--- config.mk ---
export PLATFORM = sky130hd
export DESIGN_NAME = rbb_filter_calibration_sequencer_top_flat
export DESIGN_NICKNAME = d
export VERILOG_FILES = /design/src/sv/rbfc_pkg.sv /design/src/sv/rbfc_if.sv /design/src/sv/rbfc_ctrl.sv /design/src/sv/rbfc_dp.sv /design/src/sv/rbfc_filter_calibration_top_placeholder.sv /design/src/sv/rbb_filter_calibration_sequencer_top.sv /design/src/flat_wrapper.sv
export SDC_FILE = /design/constraint.sdc
export NUM_CORES = 1
export LEC_CHECK = 0
export BUFFER_PORTS_ARGS = -buffer_cell sky130_fd_sc_hd__buf_2
export CAP_MARGIN = 20
export CORE_MARGIN = 2
export CORE_UTILIZATION = 56
export CTS_BUF_LIST = sky130_fd_sc_hd__clkbuf_4 sky130_fd_sc_hd__clkbuf_8 sky130_fd_sc_hd__clkbuf_16
export DETAILED_ROUTE_END_ITERATION = 16
export PLACE_DENSITY = 0.83
export SLEW_MARGIN = 20
export SYNTH_ARGS = -nofsm -noshare
export SYNTH_HDL_FRONTEND = slang
export SYNTH_SLANG_ARGS = --single-unit
--- constraint.sdc ---
create_clock -name clk -period 3.2 [get_ports clk]
set_input_delay 0.64 -clock clk [delete_from_list [all_inputs] [get_ports clk]]
set_output_delay 0.64 -clock clk [all_outputs]
set_load 0.05 [all_outputs]
--- src/sv/rbfc_pkg.sv ---
// shared types, constants and tables of the filter calibration sequencer
`timescale 1ns / 1ps

package rbfc_pkg;

	localparam int NUM_BANDS  = 6;
	localparam int BIAS_STEPS = 32;

	localparam int LEVEL_W    = 16;
	localparam int VALUE_W    = 11;
	localparam int KIND_W     = 3;
	localparam int BAND_W     = 3;
	localparam int GAIN_W     = 6;
	localparam int BIAS_W     = 5;
	localparam int RES_W      = 5;
	localparam int CFG_IDX_W  = 2;
	localparam int CFG_DATA_W = 16;
	localparam int NRES_W     = 2;
	localparam int NRES_MAX   = 3;

	// input opcodes
	localparam logic OP_START   = 1'b0;
	localparam logic OP_MEASURE = 1'b1;

	// result kinds
	localparam logic [KIND_W-1:0] K_BIAS   = 3'd0;
	localparam logic [KIND_W-1:0] K_RES    = 3'd1;
	localparam logic [KIND_W-1:0] K_GAIN   = 3'd2;
	localparam logic [KIND_W-1:0] K_CAP    = 3'd3;
	localparam logic [KIND_W-1:0] K_REPORT = 3'd4;
	localparam logic [KIND_W-1:0] K_DONE   = 3'd5;

	// configuration register indexes
	localparam logic [CFG_IDX_W-1:0] CFG_GAIN_THRESHOLD = 2'd0;
	localparam logic [CFG_IDX_W-1:0] CFG_GAIN_START     = 2'd1;
	localparam logic [CFG_IDX_W-1:0] CFG_CAP_START      = 2'd2;

	localparam logic [LEVEL_W-1:0] GAIN_THRESHOLD_RST = 16'd52428;
	localparam logic [GAIN_W-1:0]  GAIN_START_RST     = 6'd24;
	localparam logic [VALUE_W-1:0] CAP_START_RST      = 11'h0FF;

	localparam logic [GAIN_W-1:0]  GAIN_MAX     = 6'd63;
	localparam logic [BIAS_W-1:0]  BIAS_DEFAULT = 5'd16;
	localparam logic [BIAS_W-1:0]  BIAS_LAST    = BIAS_W'(BIAS_STEPS - 1);
	localparam logic [BAND_W-1:0]  BAND_END     = BAND_W'(NUM_BANDS);

	// floor(256 / code) saturated at 31; code zero gives 31
	localparam logic [RES_W-1:0] RES_LUT [32] = '{
		5'd31, 5'd31, 5'd31, 5'd31, 5'd31, 5'd31, 5'd31, 5'd31,
		5'd31, 5'd28, 5'd25, 5'd23, 5'd21, 5'd19, 5'd18, 5'd17,
		5'd16, 5'd15, 5'd14, 5'd13, 5'd12, 5'd12, 5'd11, 5'd11,
		5'd10, 5'd10, 5'd9,  5'd9,  5'd9,  5'd8,  5'd8,  5'd8
	};

	typedef struct packed {
		logic [KIND_W-1:0]  kind;
		logic [VALUE_W-1:0] value;
		logic [BAND_W-1:0]  band;
		logic               ok;
		logic               last;
	} res_t;

	typedef struct packed {
		logic              load;
		logic              eval;
		logic [NRES_W-1:0] idx;
	} ctrl_cmd_t;

	typedef struct packed {
		logic [NRES_W-1:0] n_res;
	} dp_stat_t;

endpackage

--- src/sv/rbfc_if.sv ---
// valid/ready channel interfaces for commands, measurements and results
`timescale 1ns / 1ps

interface rbfc_in_if;
	logic                         valid;
	logic                         ready;
	logic                         op;
	logic [rbfc_pkg::LEVEL_W-1:0] level;

	modport source (output valid, output op, output level, input ready);
	modport sink (input valid, input op, input level, output ready);
endinterface

interface rbfc_out_if;
	logic                         valid;
	logic                         ready;
	logic [rbfc_pkg::KIND_W-1:0]  kind;
	logic [rbfc_pkg::VALUE_W-1:0] value;
	logic [rbfc_pkg::BAND_W-1:0]  band;
	logic                         ok;
	logic                         last;

	modport source (output valid, output kind, output value, output band, output ok,
		output last, input ready);
	modport sink (input valid, input kind, input value, input band, input ok,
		input last, output ready);
endinterface

--- src/sv/rbfc_ctrl.sv ---
// controller: sequences accept, evaluate and result transfer for one item at a time
`timescale 1ns / 1ps

module rbfc_ctrl (
	input  logic                clk,
	input  logic                arst_n,
	input  logic                in_valid,
	output logic                in_ready,
	output logic                out_valid,
	input  logic                out_ready,
	input  rbfc_pkg::dp_stat_t  stat,
	output rbfc_pkg::ctrl_cmd_t cmd
);
	import rbfc_pkg::*;

	localparam logic [1:0] S_IN   = 2'd0;
	localparam logic [1:0] S_EVAL = 2'd1;
	localparam logic [1:0] S_OUT  = 2'd2;

	logic [1:0]        state_q;
	logic [NRES_W-1:0] idx_q;

	always_comb begin
		in_ready  = (state_q == S_IN);
		out_valid = (state_q == S_OUT) && (stat.n_res != '0);
		cmd.load  = in_valid && in_ready;
		cmd.eval  = (state_q == S_EVAL);
		cmd.idx   = idx_q;
	end

	always_ff @(posedge clk or negedge arst_n) begin
		if (!arst_n) begin
			state_q <= S_IN;
			idx_q   <= '0;
		end else begin
			unique case (state_q)
				S_IN: begin
					if (cmd.load) begin
						state_q <= S_EVAL;
						idx_q   <= '0;
					end
				end
				S_EVAL: begin
					state_q <= S_OUT;
				end
				S_OUT: begin
					// an ignored measurement leaves nothing to send
					if (stat.n_res == '0) begin
						state_q <= S_IN;
					end else if (out_ready) begin
						if (idx_q == stat.n_res - NRES_W'(1)) begin
							state_q <= S_IN;
						end else begin
							idx_q <= idx_q + NRES_W'(1);
						end
					end
				end
				default: begin
					state_q <= S_IN;
				end
			endcase
		end
	end

	a_load_then_eval: assert property (@(posedge clk) disable iff (!arst_n)
		cmd.load |=> cmd.eval)
		else $error("evaluate did not follow accepted item");

	a_idx_in_range: assert property (@(posedge clk) disable iff (!arst_n)
		out_valid |-> (idx_q < stat.n_res))
		else $error("result index beyond result count");

	a_sides_exclusive: assert property (@(posedge clk) disable iff (!arst_n)
		!(in_ready && out_valid))
		else $error("input ready while results pending");

endmodule

--- src/sv/rbfc_dp.sv ---
// datapath: calibration state, search decisions and result buffer
`timescale 1ns / 1ps

module rbfc_dp (
	input  logic                             clk,
	input  logic                             arst_n,
	input  rbfc_pkg::ctrl_cmd_t              cmd,
	output rbfc_pkg::dp_stat_t               stat,
	input  logic                             in_op,
	input  logic [rbfc_pkg::LEVEL_W-1:0]     in_level,
	input  logic                             cfg_we,
	input  logic [rbfc_pkg::CFG_IDX_W-1:0]   cfg_idx,
	input  logic [rbfc_pkg::CFG_DATA_W-1:0]  cfg_data,
	output rbfc_pkg::res_t                   out_item
);
	import rbfc_pkg::*;

	localparam logic [2:0] PH_IDLE = 3'd0;
	localparam logic [2:0] PH_A    = 3'd1;
	localparam logic [2:0] PH_B0   = 3'd2;
	localparam logic [2:0] PH_B1   = 3'd3;
	localparam logic [2:0] PH_F    = 3'd4;

	function automatic logic [GAIN_W-1:0] gain_step(input logic [GAIN_W-1:0] g,
		input logic rising);
		logic [GAIN_W-1:0] r;
		r = g;
		if (rising) begin
			if (g != GAIN_MAX) r = g + GAIN_W'(1);
		end else begin
			if (g != '0) r = g - GAIN_W'(1);
		end
		return r;
	endfunction

	function automatic res_t mk(input logic [KIND_W-1:0] kind,
		input logic [VALUE_W-1:0] value, input logic [BAND_W-1:0] band, input logic ok);
		res_t r;
		r.kind  = kind;
		r.value = value;
		r.band  = band;
		r.ok    = ok;
		r.last  = 1'b0;
		return r;
	endfunction

	// configuration registers
	logic [LEVEL_W-1:0] thr_q;
	logic [GAIN_W-1:0]  gain_start_q;
	logic [VALUE_W-1:0] cap_start_q;

	// latched input item
	logic               op_q;
	logic [LEVEL_W-1:0] level_q;

	// calibration state
	logic [2:0]         phase_q;
	logic [BIAS_W-1:0]  bias_q;
	logic [LEVEL_W-1:0] best_level_q;
	logic [BIAS_W-1:0]  best_bias_q;
	logic [GAIN_W-1:0]  gain_q;
	logic               rising_q;
	logic [LEVEL_W-1:0] target_q;
	logic [BAND_W-1:0]  band_q;
	logic [VALUE_W-1:0] cap_q;

	logic [2:0]         nx_phase;
	logic [BIAS_W-1:0]  nx_bias;
	logic [LEVEL_W-1:0] nx_best_level;
	logic [BIAS_W-1:0]  nx_best_bias;
	logic [GAIN_W-1:0]  nx_gain;
	logic               nx_rising;
	logic [LEVEL_W-1:0] nx_target;
	logic [BAND_W-1:0]  nx_band;
	logic [VALUE_W-1:0] nx_cap;

	res_t               it0, it1, it2;
	logic [NRES_W-1:0]  n_res;
	logic               done;
	logic               rise_new;
	logic [BAND_W-1:0]  band_inc;

	res_t               buf_q [NRES_MAX];
	logic [NRES_W-1:0]  n_res_q;

	always_comb begin
		nx_phase      = phase_q;
		nx_bias       = bias_q;
		nx_best_level = best_level_q;
		nx_best_bias  = best_bias_q;
		nx_gain       = gain_q;
		nx_rising     = rising_q;
		nx_target     = target_q;
		nx_band       = band_q;
		nx_cap        = cap_q;
		it0           = '0;
		it1           = '0;
		it2           = '0;
		n_res         = '0;
		rise_new      = (level_q < thr_q);
		band_inc      = band_q + BAND_W'(1);
		done          = rising_q ? (level_q >= thr_q) : (level_q <= thr_q);
		if ((gain_q == '0) || (gain_q == GAIN_MAX)) done = 1'b1;

		if (op_q == OP_START) begin
			// a start abandons whatever run is going on
			nx_phase      = PH_A;
			nx_bias       = '0;
			nx_best_level = '0;
			nx_best_bias  = BIAS_DEFAULT;
			it0           = mk(K_BIAS, '0, '0, 1'b0);
			n_res         = NRES_W'(1);
		end else begin
			case (phase_q)
				PH_A: begin
					if (bias_q == '0) begin
						nx_best_level = level_q;
					end else if (level_q < best_level_q) begin
						nx_best_level = level_q;
						nx_best_bias  = bias_q;
					end
					if (bias_q != BIAS_LAST) begin
						nx_bias = bias_q + BIAS_W'(1);
						it0     = mk(K_BIAS, VALUE_W'(nx_bias), '0, 1'b0);
						n_res   = NRES_W'(1);
					end else begin
						nx_gain  = gain_start_q;
						nx_phase = PH_B0;
						it0      = mk(K_BIAS, VALUE_W'(nx_best_bias), '0, 1'b0);
						it1      = mk(K_RES, VALUE_W'(RES_LUT[nx_best_bias]), '0, 1'b0);
						it2      = mk(K_GAIN, VALUE_W'(gain_start_q), '0, 1'b0);
						n_res    = NRES_W'(3);
					end
				end
				PH_B0: begin
					nx_rising = rise_new;
					nx_gain   = gain_step(gain_q, rise_new);
					nx_phase  = PH_B1;
					it0       = mk(K_GAIN, VALUE_W'(nx_gain), '0, 1'b0);
					n_res     = NRES_W'(1);
				end
				PH_B1: begin
					if (done) begin
						nx_target = level_q;
						nx_band   = '0;
						nx_phase  = PH_F;
						nx_cap    = cap_start_q;
						it0       = mk(K_CAP, cap_start_q, '0, 1'b0);
					end else begin
						nx_gain = gain_step(gain_q, rising_q);
						it0     = mk(K_GAIN, VALUE_W'(nx_gain), '0, 1'b0);
					end
					n_res = NRES_W'(1);
				end
				PH_F: begin
					if ((level_q >= target_q) || (cap_q == '0)) begin
						// band settles, or fails once the code has run down to zero
						if (level_q >= target_q) begin
							it0 = mk(K_REPORT, cap_q, band_q, 1'b1);
						end else begin
							it0 = mk(K_REPORT, '0, band_q, 1'b0);
						end
						nx_band = band_inc;
						if (band_inc < BAND_END) begin
							nx_cap = cap_start_q;
							it1    = mk(K_CAP, cap_start_q, band_inc, 1'b0);
						end else begin
							nx_phase = PH_IDLE;
							it1      = mk(K_DONE, '0, '0, 1'b1);
						end
						n_res = NRES_W'(2);
					end else begin
						nx_cap = cap_q - VALUE_W'(1);
						it0    = mk(K_CAP, nx_cap, band_q, 1'b0);
						n_res  = NRES_W'(1);
					end
				end
				default: begin
					// measurement while idle is dropped
				end
			endcase
		end
		it0.last = (n_res == NRES_W'(1));
		it1.last = (n_res == NRES_W'(2));
		it2.last = (n_res == NRES_W'(3));
	end

	always_ff @(posedge clk or negedge arst_n) begin
		if (!arst_n) begin
			thr_q        <= GAIN_THRESHOLD_RST;
			gain_start_q <= GAIN_START_RST;
			cap_start_q  <= CAP_START_RST;
		end else if (cfg_we) begin
			unique case (cfg_idx)
				CFG_GAIN_THRESHOLD: thr_q        <= cfg_data[LEVEL_W-1:0];
				CFG_GAIN_START:     gain_start_q <= cfg_data[GAIN_W-1:0];
				CFG_CAP_START:      cap_start_q  <= cfg_data[VALUE_W-1:0];
				default: begin
				end
			endcase
		end
	end

	always_ff @(posedge clk) begin
		if (cmd.load) begin
			op_q    <= in_op;
			level_q <= in_level;
		end
		if (cmd.eval) begin
			buf_q[0] <= it0;
			buf_q[1] <= it1;
			buf_q[2] <= it2;
		end
	end

	always_ff @(posedge clk or negedge arst_n) begin
		if (!arst_n) begin
			phase_q      <= PH_IDLE;
			bias_q       <= '0;
			best_level_q <= '0;
			best_bias_q  <= BIAS_DEFAULT;
			gain_q       <= '0;
			rising_q     <= 1'b0;
			target_q     <= '0;
			band_q       <= '0;
			cap_q        <= '0;
			n_res_q      <= '0;
		end else if (cmd.eval) begin
			phase_q      <= nx_phase;
			bias_q       <= nx_bias;
			best_level_q <= nx_best_level;
			best_bias_q  <= nx_best_bias;
			gain_q       <= nx_gain;
			rising_q     <= nx_rising;
			target_q     <= nx_target;
			band_q       <= nx_band;
			cap_q        <= nx_cap;
			n_res_q      <= n_res;
		end
	end

	assign stat.n_res = n_res_q;
	assign out_item   = buf_q[cmd.idx];

	a_band_in_range: assert property (@(posedge clk) disable iff (!arst_n)
		(phase_q == PH_F) |-> (band_q < BAND_END))
		else $error("band search past last band");

	a_results_when_active: assert property (@(posedge clk) disable iff (!arst_n)
		(cmd.eval && ((op_q == OP_START) || (phase_q != PH_IDLE))) |=> (n_res_q != '0))
		else $error("active item produced no result");

	a_idle_after_done: assert property (@(posedge clk) disable iff (!arst_n)
		(cmd.eval && (op_q == OP_MEASURE) && (phase_q == PH_F) && (nx_phase == PH_IDLE))
		|=> (n_res_q == NRES_W'(2)))
		else $error("run end without report and finish");

endmodule

--- src/sv/rbfc_filter_calibration_top_placeholder.sv ---
// port-side protocol checker for the command and result channels
`timescale 1ns / 1ps

module rbfc_cfg_chk (
	input logic                            clk,
	input logic                            arst_n,
	input logic                            in_valid,
	input logic                            in_ready,
	input logic                            out_valid,
	input logic                            out_ready,
	input logic                            out_last
);
	// port-side checker of the two channels

	a_in_hold: assert property (@(posedge clk) disable iff (!arst_n)
		(in_valid && !in_ready) |=> in_valid)
		else $error("input valid dropped before transfer");

	a_out_hold: assert property (@(posedge clk) disable iff (!arst_n)
		(out_valid && !out_ready) |=> (out_valid && $stable(out_last)))
		else $error("result changed before transfer");

	a_no_accept_mid_burst: assert property (@(posedge clk) disable iff (!arst_n)
		(out_valid && out_ready && !out_last) |=> !in_ready)
		else $error("input taken before last result");

	a_ready_exclusive: assert property (@(posedge clk) disable iff (!arst_n)
		!(in_ready && out_valid))
		else $error("both sides open at once");

endmodule

--- src/sv/rbb_filter_calibration_sequencer_top.sv ---
// top level of the receive filter calibration sequencer
`timescale 1ns / 1ps
//
// in_ch carries commands: op 0 starts a calibration run, op 1 delivers the level
// measured for the setting last issued. out_ch carries the settings to apply
// (bias, resistor, gain, capacitor), per-band reports and a finished marker;
// last marks the final result caused by one input transfer (up to three results).
// cfg_we/cfg_idx/cfg_data write gain_threshold (0), gain_start (1), cap_start (2);
// write only while no item is in flight.
// Timing: an input transfer is evaluated in the next cycle; its first result is
// valid from the cycle after that; results then move one per cycle while
// out_ch.ready is high. in_ch.ready returns the cycle after the last result
// transfer, as the controller sequences accept, evaluate and send per item.
// A stalled receiver holds the current result and keeps in_ch.ready low.
// Reset (arst_n low) puts the sequencer idle, loads the register defaults and
// drops any pending results; no clearing pass is needed.
//
module rbb_filter_calibration_sequencer_top (
	input  logic                                clk,
	input  logic                                arst_n,
	rbfc_in_if.sink                             in_ch,
	rbfc_out_if.source                          out_ch,
	input  logic                                cfg_we,
	input  logic [rbfc_pkg::CFG_IDX_W-1:0]      cfg_idx,
	input  logic [rbfc_pkg::CFG_DATA_W-1:0]     cfg_data
);
	import rbfc_pkg::*;

	ctrl_cmd_t cmd;
	dp_stat_t  stat;
	res_t      item;

	rbfc_ctrl u_ctrl (
		.clk       (clk),
		.arst_n    (arst_n),
		.in_valid  (in_ch.valid),
		.in_ready  (in_ch.ready),
		.out_valid (out_ch.valid),
		.out_ready (out_ch.ready),
		.stat      (stat),
		.cmd       (cmd)
	);

	rbfc_dp u_dp (
		.clk      (clk),
		.arst_n   (arst_n),
		.cmd      (cmd),
		.stat     (stat),
		.in_op    (in_ch.op),
		.in_level (in_ch.level),
		.cfg_we   (cfg_we),
		.cfg_idx  (cfg_idx),
		.cfg_data (cfg_data),
		.out_item (item)
	);

	rbfc_cfg_chk u_chk (
		.clk       (clk),
		.arst_n    (arst_n),
		.in_valid  (in_ch.valid),
		.in_ready  (in_ch.ready),
		.out_valid (out_ch.valid),
		.out_ready (out_ch.ready),
		.out_last  (out_ch.last)
	);

	assign out_ch.kind  = item.kind;
	assign out_ch.value = item.value;
	assign out_ch.band  = item.band;
	assign out_ch.ok    = item.ok;
	assign out_ch.last  = item.last;

endmodule

--- src/flat_wrapper.sv ---
// flat-port wrapper written by rule: the top's interface ports become plain ports
module rbb_filter_calibration_sequencer_top_flat import rbfc_pkg::*;
  (clk, arst_n, cfg_we, cfg_idx, cfg_data, in_ch_valid, in_ch_op, in_ch_level, in_ch_ready, out_ch_valid, out_ch_kind, out_ch_value, out_ch_band, out_ch_ok, out_ch_last, out_ch_ready);
  rbfc_in_if in_ch_i ();
  rbfc_out_if out_ch_i ();
  input  logic clk;
  input  logic arst_n;
  input  logic cfg_we;
  input  logic [rbfc_pkg::CFG_IDX_W-1:0] cfg_idx;
  input  logic [rbfc_pkg::CFG_DATA_W-1:0] cfg_data;
  input wire logic [$bits(in_ch_i.valid)-1:0] in_ch_valid;
  input wire logic [$bits(in_ch_i.op)-1:0] in_ch_op;
  input wire logic [$bits(in_ch_i.level)-1:0] in_ch_level;
  output wire logic [$bits(in_ch_i.ready)-1:0] in_ch_ready;
  output wire logic [$bits(out_ch_i.valid)-1:0] out_ch_valid;
  output wire logic [$bits(out_ch_i.kind)-1:0] out_ch_kind;
  output wire logic [$bits(out_ch_i.value)-1:0] out_ch_value;
  output wire logic [$bits(out_ch_i.band)-1:0] out_ch_band;
  output wire logic [$bits(out_ch_i.ok)-1:0] out_ch_ok;
  output wire logic [$bits(out_ch_i.last)-1:0] out_ch_last;
  input wire logic [$bits(out_ch_i.ready)-1:0] out_ch_ready;
  assign in_ch_i.valid = in_ch_valid;
  assign in_ch_i.op = in_ch_op;
  assign in_ch_i.level = in_ch_level;
  assign in_ch_ready = in_ch_i.ready;
  assign out_ch_valid = out_ch_i.valid;
  assign out_ch_kind = out_ch_i.kind;
  assign out_ch_value = out_ch_i.value;
  assign out_ch_band = out_ch_i.band;
  assign out_ch_ok = out_ch_i.ok;
  assign out_ch_last = out_ch_i.last;
  assign out_ch_i.ready = out_ch_ready;
  rbb_filter_calibration_sequencer_top u_core (.clk(clk), .arst_n(arst_n), .in_ch(in_ch_i), .out_ch(out_ch_i), .cfg_we(cfg_we), .cfg_idx(cfg_idx), .cfg_data(cfg_data));
endmodule
# After elaboration in Yosys (flattened, before gate mapping)
# Memories as Yosys holds them, arrays and structs flattened.
# Cells that the tools add are included.
word_totals:
  ff_bits: 122
  ramBits: 57
  romBits: 160
  input_bits: 40
  output_inout_bits: 21
  word_cells: 165
  n_memories: 2
memory_table:
  columns: ["name", "words", "width", "rd", "rd_clocked_by_memory_dff", "wr", "line_no", "rtl"]
  rows:
  - ["(no name shown)", 32, 5, 1, 0, 0, "rbfc_dp.sv:130", "it1 = mk(K_RES, VALUE_W'(RES_LUT[nx_best_bias]), '0, 1'b0);"]
  - ["u_core.u_dp.buf_q", 3, 19, 1, 0, 3, "rbfc_dp.sv:83", "res_t buf_q [NRES_MAX];"]
op_classes:
  addsub: 7
  magnitude_cmp: 7
  eq_ne: 34
  n_mux: 67
  n_bitwise: 1
  n_reduce_logical: 30
ops:
  columns: ["op", "count"]
  rows:
  - ["$mux 19", 5]
  - ["$mux 16", 5]
  - ["$pmux 19 s4", 1]
  - ["$mux 5", 11]
  - ["$mux 18", 3]
  - ["$pmux 19 s2", 1]
  - ["$mux 6", 6]
  - ["$mux 17", 2]
  - ["$mux 11", 3]
  - ["$ge 16x16->1", 2]
  - ["$lt 16x16->1", 2]
  - ["$mux 2", 11]
  - ["$pmux 11 s2", 1]
  - ["$mux 3", 7]
  - ["$reduce_and 5->1", 4]
  - ["$pmux 6 s3", 1]
  - ["$le 16x16->1", 1]
  - ["$ne 3x3->1 const B", 5]
  - ["$ne 2x2->1 const B", 7]
  - ["$pmux 2 s3", 2]
  - ["$pmux 3 s4", 1]
  - ["$reduce_and 3->1", 4]
  - ["$logic_not 11->1", 1]
  - ["$sub 11x1->11 const B", 1]
  - ["38 further kinds", 59]

# Longest topological paths before layout
# Gate-level depths: netlist (run 1).
depth:
  depth_word: 12
  ltp_mapped: 14
  depth_no_buf: 14

# Modules after synthesis
# Synthesis (run 1) repeated with hierarchy kept, for this count alone.
hier_totals:
  cells_unflattened: 974
  hier_area_um2: 9849.4
by_module_without_submodules:
  columns: ["module", "instances", "cells_per_inst", "area_each_um2", "seq_area_each_um2"]
  rows:
  - ["rbfc_dp", 1, 946, 9576.7, 4413.0]
  - ["rbfc_ctrl", 1, 28, 272.8, 100.1]

# Worst setup path after synthesis (run 1)
# No wires, ideal clock.
synth_timing:
  kind: "register -> register"
  startpoint: "register u_core.u_dp.level_q[14]"
  endpoint: "memory u_core.u_dp.buf_q[1][6] (netlist bit) (data pin)"
  setup_time_ps: 254
  arrival_ps: 3067
  required_ps: 2946
  slack_ps: -121
  path_stages_with_launch: 13
  path_buffers: 0
  synth_period_minus_slack_ps: 3321
  cell_sequence: "edfxtp_1 -> ha_1 -> a21oi_1 -> nand2_1 -> a2111oi_2 -> o211ai_2 -> mux2i_1 -> inv_1 -> ha_1 -> o311a_1 -> o31ai_1 -> a21oi_1 -> a21o_1"
synth_rtl:
  columns: ["element", "line_no", "rtl"]
  rows:
  - ["from (decl)", "rbfc_dp.sv:54", "logic [LEVEL_W-1:0] level_q;"]
  - ["from (signal assigned)", "rbfc_dp.sv:207", "level_q <= in_level;"]
  - ["to (decl)", "rbfc_dp.sv:83", null]

==> flow_summary_export.csv, run 1 <==
group,metric,value,unit
synth,synthFlopType,"dfrtp_1",
floorplan,fp.coreArea,17180,sq um
floorplan,start_util,0.5671,
placement,dp.cells,1263,
setup_path,r2r-end,"u_core.u_dp.buf_q[1][6]$_SDFFCE_PN0P_",
floorplan,fp.dieH,135.9,um
sta,slew_violations,0,
clock_tree,cts_buffers,17,
clock_tree,hold_buffers,0,
sta,hold_viol,0,
cells_and_area,drive_gt1_frac,0.2351,
setup_path,required,3.39,ns
pwr,ir_worst_vdd,0.0006224,V
worst_hold_path,hp-class,"primary input to async pin",
sta,relSlewSlack,0.4208,
placement,gp_congestion,0.9801,
synth,synth_top_cell_area_share,0.2209,
drt,antenna_left,0,
drt,routedWlPerCell,19.04,um
drt,drtPass1Iterations,5,
cells_and_area,layout_commonest_cell,"dfrtp_1",
pwr,cellPowerDensity,726.5,nW/um^2
drt,drc,0,
sta,finalSetupViolCount,0,
sta,finalCritPeriodShare,0.9859,
setup_path,startpoint,"u_core.u_dp.level_q[6]$_DFFE_PP_",
setup_path,end_kind,"flop",
sta,finalSetupTns,0,ns
setup_path,cp-endpoint,"u_core.u_dp.buf_q[1][6]$_SDFFCE_PN0P_",
cells_and_area,syn_to_final_growth,16.60,%
global_routing,grt_pass1_wl,39.52,mm
sta,worstMarginPinSlew,0.8687,ns
drt,drt_wl_total,24.77,mm
clock_tree,clk_pin_slew,0.07,ns
setup_path,critPathMaxStageDelay,0.42,ns
placement,place_area,10610,sq um
clock_tree,cts-root-buf,"clkbuf_16",
clock_tree,clk_path_buf_depth,2,
cells_and_area,final_cell_area,11360,sq um
global_routing,grt_usage,0.2783,
setup_path,rr_worst_depth,11,
cells_and_area,fin_nets,1164,
global_routing,first_global_vias,7552,
floorplan,rows,48,
synth,synthesis.nets,1069,
sta,clock_skew,0.007655,ns
setup_path,r2r-start,"u_core.u_dp.level_q[6]$_DFFE_PP_",
synth,syn_area,9741,sq um
pwr,leakagePower,0.004914,uW
global_routing,grt_max_degree,71,
synth,synth-edff-count,62,
floorplan,dieWidth,135.9,um
synth,ys_seq_elements,167,
setup_path,cp.arrival,3.35,ns
setup_path,worstSetupPathType,"flop to flop",
global_routing,antenna_found_initial,0,
placement,portBuffers,60,
drt,drt_iter0_markers,823,
outcome,outcome,"finished clean",
cells_and_area,antenna_cells,0,
global_routing,overflow,0,
clock_tree,cts_tree,"yes",
cells_and_area,final_cells,1301,
placement,dp_hpwl,17.56,mm
synth,synth_warnings,0,
run,maxCapViolCount,0,
synth,synthTopCellsByArea,"dfrtp_1, edfxtp_1, ha_1",
drt,vias_per_cell,6.099,
clock_tree,h-tree-depth,4,
setup_path,critPathMaxFanout,4,
floorplan,fp.dieArea,18460,sq um
sta,fmax,317.0,MHz
sta,grt_setup_unrepaired,"yes",
drt,vias,7935,
floorplan,ios,61,
cells_and_area,mostFrequentLayoutCells,"dfrtp_1, nor2_1, nand2_1, inv_1, o21ai_0",
setup_path,r2r_slack,0.05,ns
synth,synth-async-reset-ratio,0.6287,
synth,synth_top_cell_by_area,"dfrtp_1",
setup_path,cp_slowest_cell,"edfxtp_1",
synth,ys_seq_area_frac,0.4633,
synth,synthCells,968,
setup_path,start_kind,"flop",
synth,synth.distinct_cells,74,
clock_tree,cts.sinks,167,
clock_tree,clk_latency,0.44,ns
setup_path,cp_cell_sequence,"ha_1 > and3_1 > o211ai_1 > o21a_2 > o211ai_4 > mux2_4 > ha_4 > o311a_1 > o31ai_1 > a21oi_1 > a21o_1",
sta,period_needed,3.155,ns
synth,synth.avg_cell_area,10.06,sq um
## stage by stage
step           setup slack (ns)  hold WS (ns)  utilization  power, uW
6_report                0.04502        0.1807       0.6612       8251
5_1_grt                -0.09235        0.2094       0.6612       8673
4_1_cts               0.0009801        0.1912       0.6533       8120
3_5_place_dp           -0.06024        0.4914       0.6174       6009
3_3_place_gp            0.03532        0.4670       0.6174       5915
2_1_floorplan           0.01131        0.3444            -       5098
## per-layer routing
metal	vias to the layer above	GRT usage	share of wire
met5	-	0	0
met4	0	0.09375	0.024
met3	48	0.05257	0.069
met2	319	0.4495	0.48
met1	3873	0.3801	0.43
li1	3695	-	-
## repair_timing
action | in CTS | in global routing
endpoints found under the setup margin | 2 | 20
setup buffers | 1 | 5
gates resized for setup | 2 | 21
pin swaps | 1 | 6
endpoints found under the hold margin | 0 | 0
## where the power goes
part           total, uW  switching, uW  internal [uW]
clock network       2060            891           1170
registers           3030            333           2700
logic               3160           1950           1220
## area by class of cell
type                            count  area (sq um)
Clock inverter                     11         111.4
Clock buffer                       21         480.5
Fill cell                        1299          5819
Timing Repair Buffer              124         799.5
Sequential cell                   167          4513
Inverter                           70         262.8
Multi-Input combinational cell    683          4908
Tap cell                          225         281.5
## logic make-up after synthesis
family,Yosys count,share of synthesized area
buf+inv,118,0.04727
mux,83,0.09364
compound gates,233,0.1575
xor+xnor,12,0.01079
simple gates,294,0.1491
fa+ha+maj,61,0.07836
flops,167,0.4633
## cell usage after synthesis (3+ instances only)
cell type / n
dfstp_2: 19
clkbuf_1: 35
nand4_1: 9
or3_1: 3
inv_1: 70
a21oi_1: 48
nor2b_1: 5
o21ai_0: 67
o211ai_1: 7
dfrtp_1: 86
o21a_1: 3
a22o_1: 21
mux2_4: 8
buf_2: 7
a211oi_1: 9
a22oi_1: 9
xnor2_1: 8
a21o_1: 6
nor4_1: 3
nand3_1: 16
xor2_1: 4
and3_1: 18
nand2_1: 81
o22ai_1: 12
edfxtp_1: 62
nand2b_1: 11
nor3b_1: 5
mux2_2: 33
ha_1: 61
nor2_1: 84
o311ai_0: 3
nand3b_1: 4
nor3_1: 30
buf_1: 4
a221oi_1: 3
a31oi_1: 15
and2_1: 10
mux2i_1: 42
## worst min path at each step
stage / startpoint / end / slack (ns) / cells after the start
2_1_floorplan: arst_n / u_core.u_ctrl.idx_q[0]$_DFFE_PN0P_ / 0.34 / 0
3_3_place_gp: u_core.u_dp.target_q[0]$_DFFE_PN0P_ / u_core.u_dp.target_q[0]$_DFFE_PN0P_ / 0.47 / 2
3_5_place_dp: u_core.u_dp.best_level_q[14]$_DFFE_PN0P_ / u_core.u_dp.best_level_q[14]$_DFFE_PN0P_ / 0.49 / 1
4_1_cts: arst_n / u_core.u_dp.cap_q[1]$_DFFE_PN0P_ / 0.19 / 1
5_1_grt: arst_n / u_core.u_dp.thr_q[9]$_DFFE_PN0P_ / 0.21 / 1
6_report: arst_n / u_core.u_dp.thr_q[8]$_DFFE_PN0P_ / 0.18 / 1
## worst max-delay path: cells and delay by family, from the launching register on
family | cells | cell delay [ns]
AO/OA/AOI/OAI | 7 | 1.29
flip-flops | 1 | 0.42
adder cells (fa/ha/maj) | 2 | 0.60
multiplexers | 1 | 0.37
AND/OR/NAND/NOR | 1 | 0.22
## flip-flops by register name, indices dropped and copies added, names as in the netlist
name / count
u_core.u_ctrl.idx_q: 2
u_core.u_dp.band_q: 3
u_core.u_dp.best_level_q: 16
u_core.u_dp.level_q: 16
u_core.u_dp.buf_q: 45
u_core.u_dp.phase_q: 3
u_core.u_dp.cap_start_q: 11
u_core.u_ctrl.state_q: 2
u_core.u_dp.cap_q: 11
u_core.u_dp.bias_q: 5
u_core.u_dp.rising_q: 1
u_core.u_dp.best_bias_q: 5
u_core.u_dp.thr_q: 16
u_core.u_dp.gain_q: 6
u_core.u_dp.stat: 2
u_core.u_dp.target_q: 16
u_core.u_dp.op_q: 1
u_core.u_dp.gain_start_q: 6
No activity file was read; power rests on OpenSTA's default activity.
==> inputs of run 2 (changes only) <==
- RECOVER_POWER: default -> 50
==> run 2 against run 1 <==
The flow now finishes with violations (max-capacitance violations, max-slew violations). Cell count stayed put. Clock skew hardly changed. Core utilization down 0.11 points. Die area did not move. Clock power about the same. Via count barely moved. Critical path depth is the same. Hold slack improved by 0.19 ns. Largest power group unchanged. Highest routed layer unchanged.
==> flow_summary_export.csv, run 2 (same netlist as run 1, synthesis figures left out) <==
group,metric,value,unit
cells_and_area,top_register,"u_core.u_dp.buf_q",
sta,hold_viol,0,
drt,drt_iter0_markers,823,
global_routing,grt_max_degree,71,
worst_hold_path,hp-class,"primary input to flop",
drt,drc,0,
sta,finalCritPeriodShare,0.9862,
global_routing,first_global_vias,7552,
drt,antenna_left,0,
sta,grt_setup_unrepaired,"yes",
floorplan,fp.coreArea,17180,sq um
setup_path,required,3.39,ns
worst_hold_path,worstHoldStart,"in_ch_level[7]",
placement,dp_hpwl,17.56,mm
placement,portBuffers,60,
floorplan,fp.dieArea,18460,sq um
setup_path,critPathMaxFanout,4,
setup_path,r2r-end,"u_core.u_dp.buf_q[1][6]$_SDFFCE_PN0P_",
pwr,ir_worst_vdd,0.0006226,V
placement,dp.cells,1263,
cells_and_area,mostFrequentLayoutCells,"dfrtp_1, nor2_1, nand2_1, inv_1, o21ai_0",
clock_tree,clk_latency,0.44,ns
setup_path,critPathMaxStageDelay,0.42,ns
outcome,violations,"max-capacitance violations, max-slew violations",
setup_path,end_kind,"flop",
pwr,leakagePower,0.004892,uW
sta,clock_skew,0.007629,ns
setup_path,worstSetupPathType,"flop to flop",
drt,drtPass1Iterations,5,
drt,vias,7933,
cells_and_area,antenna_cells,0,
clock_tree,hold_buffers,0,
pwr,finalPower,8246,uW
setup_path,cp_slowest_cell,"edfxtp_1",
sta,finalSetupViolCount,0,
clock_tree,cts_tree,"yes",
setup_path,r2r-start,"u_core.u_dp.level_q[6]$_DFFE_PP_",
drt,routedWlPerCell,19.02,um
global_routing,overflow,0,
pwr,cellPowerDensity,727.2,nW/um^2
clock_tree,cts-root-buf,"clkbuf_16",
cells_and_area,largest_reg_flops,45,
cells_and_area,fin_nets,1164,
sta,period_needed,3.156,ns
sta,relSlewSlack,-0.4771,
setup_path,rr_worst_depth,11,
run,maxCapViolCount,1,
clock_tree,clk_path_buf_depth,2,
global_routing,grt_pass1_wl,39.52,mm
sta,finalSetupTns,0,ns
setup_path,start_kind,"flop",
clock_tree,cts_buffers,17,
clock_tree,cts.sinks,167,
cells_and_area,layout_commonest_cell,"dfrtp_1",
clock_tree,h-tree-depth,4,
floorplan,rows,48,
placement,gp_congestion,0.9801,
global_routing,grt_usage,0.2783,
setup_path,r2r_slack,0.04,ns
cells_and_area,fillers,1303,
cells_and_area,syn_to_final_growth,16.40,%
cells_and_area,final_cells,1301,
floorplan,start_util,0.5671,
setup_path,cp.arrival,3.35,ns
clock_tree,clk_pin_slew,0.07,ns
floorplan,ios,61,
sta,worstMarginPinSlew,2.216,ns
sta,slew_violations,36,
drt,vias_per_cell,6.098,
sta,whs,0.3729,ns
worst_hold_path,min_to,"u_core.u_dp.level_q[7]$_DFFE_PP_",
floorplan,dieWidth,135.9,um
worst_hold_path,holdPathStages,1,
global_routing,antenna_found_initial,0,
cells_and_area,drive_gt1_frac,0.2296,
outcome,outcome,"finished with violations",
floorplan,fp.dieH,135.9,um
sta,fmax,316.9,MHz
setup_path,cp_cell_sequence,"ha_1 > and3_1 > o211ai_1 > o21a_2 > o211ai_4 > mux2_4 > ha_4 > o311a_1 > o31ai_1 > a21oi_1 > a21o_1",
drt,drt_wl_total,24.75,mm
## run 2: layout make-up
| class | instances | area [sq um] | area share |
|---|---|---|---|
| multi-input combinational | 683 | 4903 | 0.4325 |
| inverter | 70 | 262.8 | 0.02317 |
| clock buffer | 21 | 480.5 | 0.04237 |
| timing repair buffer | 124 | 785.8 | 0.06930 |
| tap | 225 | 281.5 | 0.02483 |
| clock inverter | 11 | 111.4 | 0.009821 |
| sequential | 167 | 4513 | 0.3980 |
## run 2: critical path: cells and delay by family (launching register included)
family                     cells  cell delay (ns)
AOI/OAI and AO/OA              7             1.29
adders and majority gates      2             0.60
DFF                            1             0.42
muxes                          1             0.37
and+or+nand+nor                1             0.22
## run 2: power breakdown
group | total [uW] | switching, uW | internal, uW
sequential | 3030 | 333 | 2700
combinational | 3160 | 1940 | 1210
clock | 2060 | 890 | 1170
## run 2: metal layers
| metal | part of all wire | track usage |
|---|---|---|
| met3 | 0.071 | 0.05257 |
| met2 | 0.48 | 0.4495 |
| met4 | 0.025 | 0.09375 |
| met5 | 0 | 0 |
| met1 | 0.43 | 0.3801 |
## run 2: how the worst max path moves through the flow
stage                                            start  slack [ns]                               endpoint  depth (start not counted)
2_1_floorplan        u_core.u_dp.level_q[15]$_DFFE_PP_        0.01  u_core.u_dp.buf_q[1][6]$_SDFFCE_PN0P_                         11
3_3_place_gp         u_core.u_dp.level_q[15]$_DFFE_PP_        0.04  u_core.u_dp.buf_q[1][6]$_SDFFCE_PN0P_                         11
3_5_place_dp          u_core.u_dp.level_q[6]$_DFFE_PP_       -0.06  u_core.u_dp.buf_q[1][6]$_SDFFCE_PN0P_                         11
4_1_cts        u_core.u_dp.best_level_q[6]$_DFFE_PN0P_       0.001  u_core.u_dp.buf_q[1][6]$_SDFFCE_PN0P_                         12
5_1_grt               u_core.u_dp.level_q[6]$_DFFE_PP_       -0.09  u_core.u_dp.buf_q[1][6]$_SDFFCE_PN0P_                         13
6_report              u_core.u_dp.level_q[6]$_DFFE_PP_        0.04  u_core.u_dp.buf_q[1][6]$_SDFFCE_PN0P_                         11
## run 2: timing repair
action | in CTS | in global routing
resized for setup | 2 | 21
setup endpoints to repair | 2 | 20
pin swaps | 1 | 6
buffers inserted | 1 | 5
## run 2: per-stage QoR
step                      setup WS [ns]  area [sq um]    util
after floorplan                 0.01131          9766       -
after global placement          0.03532         10610  0.6174
after detailed placement       -0.06024         10610  0.6174
after CTS                     0.0009801         11220  0.6533
after global routing           -0.09235         11340  0.6601
final                           0.04401         11340  0.6601
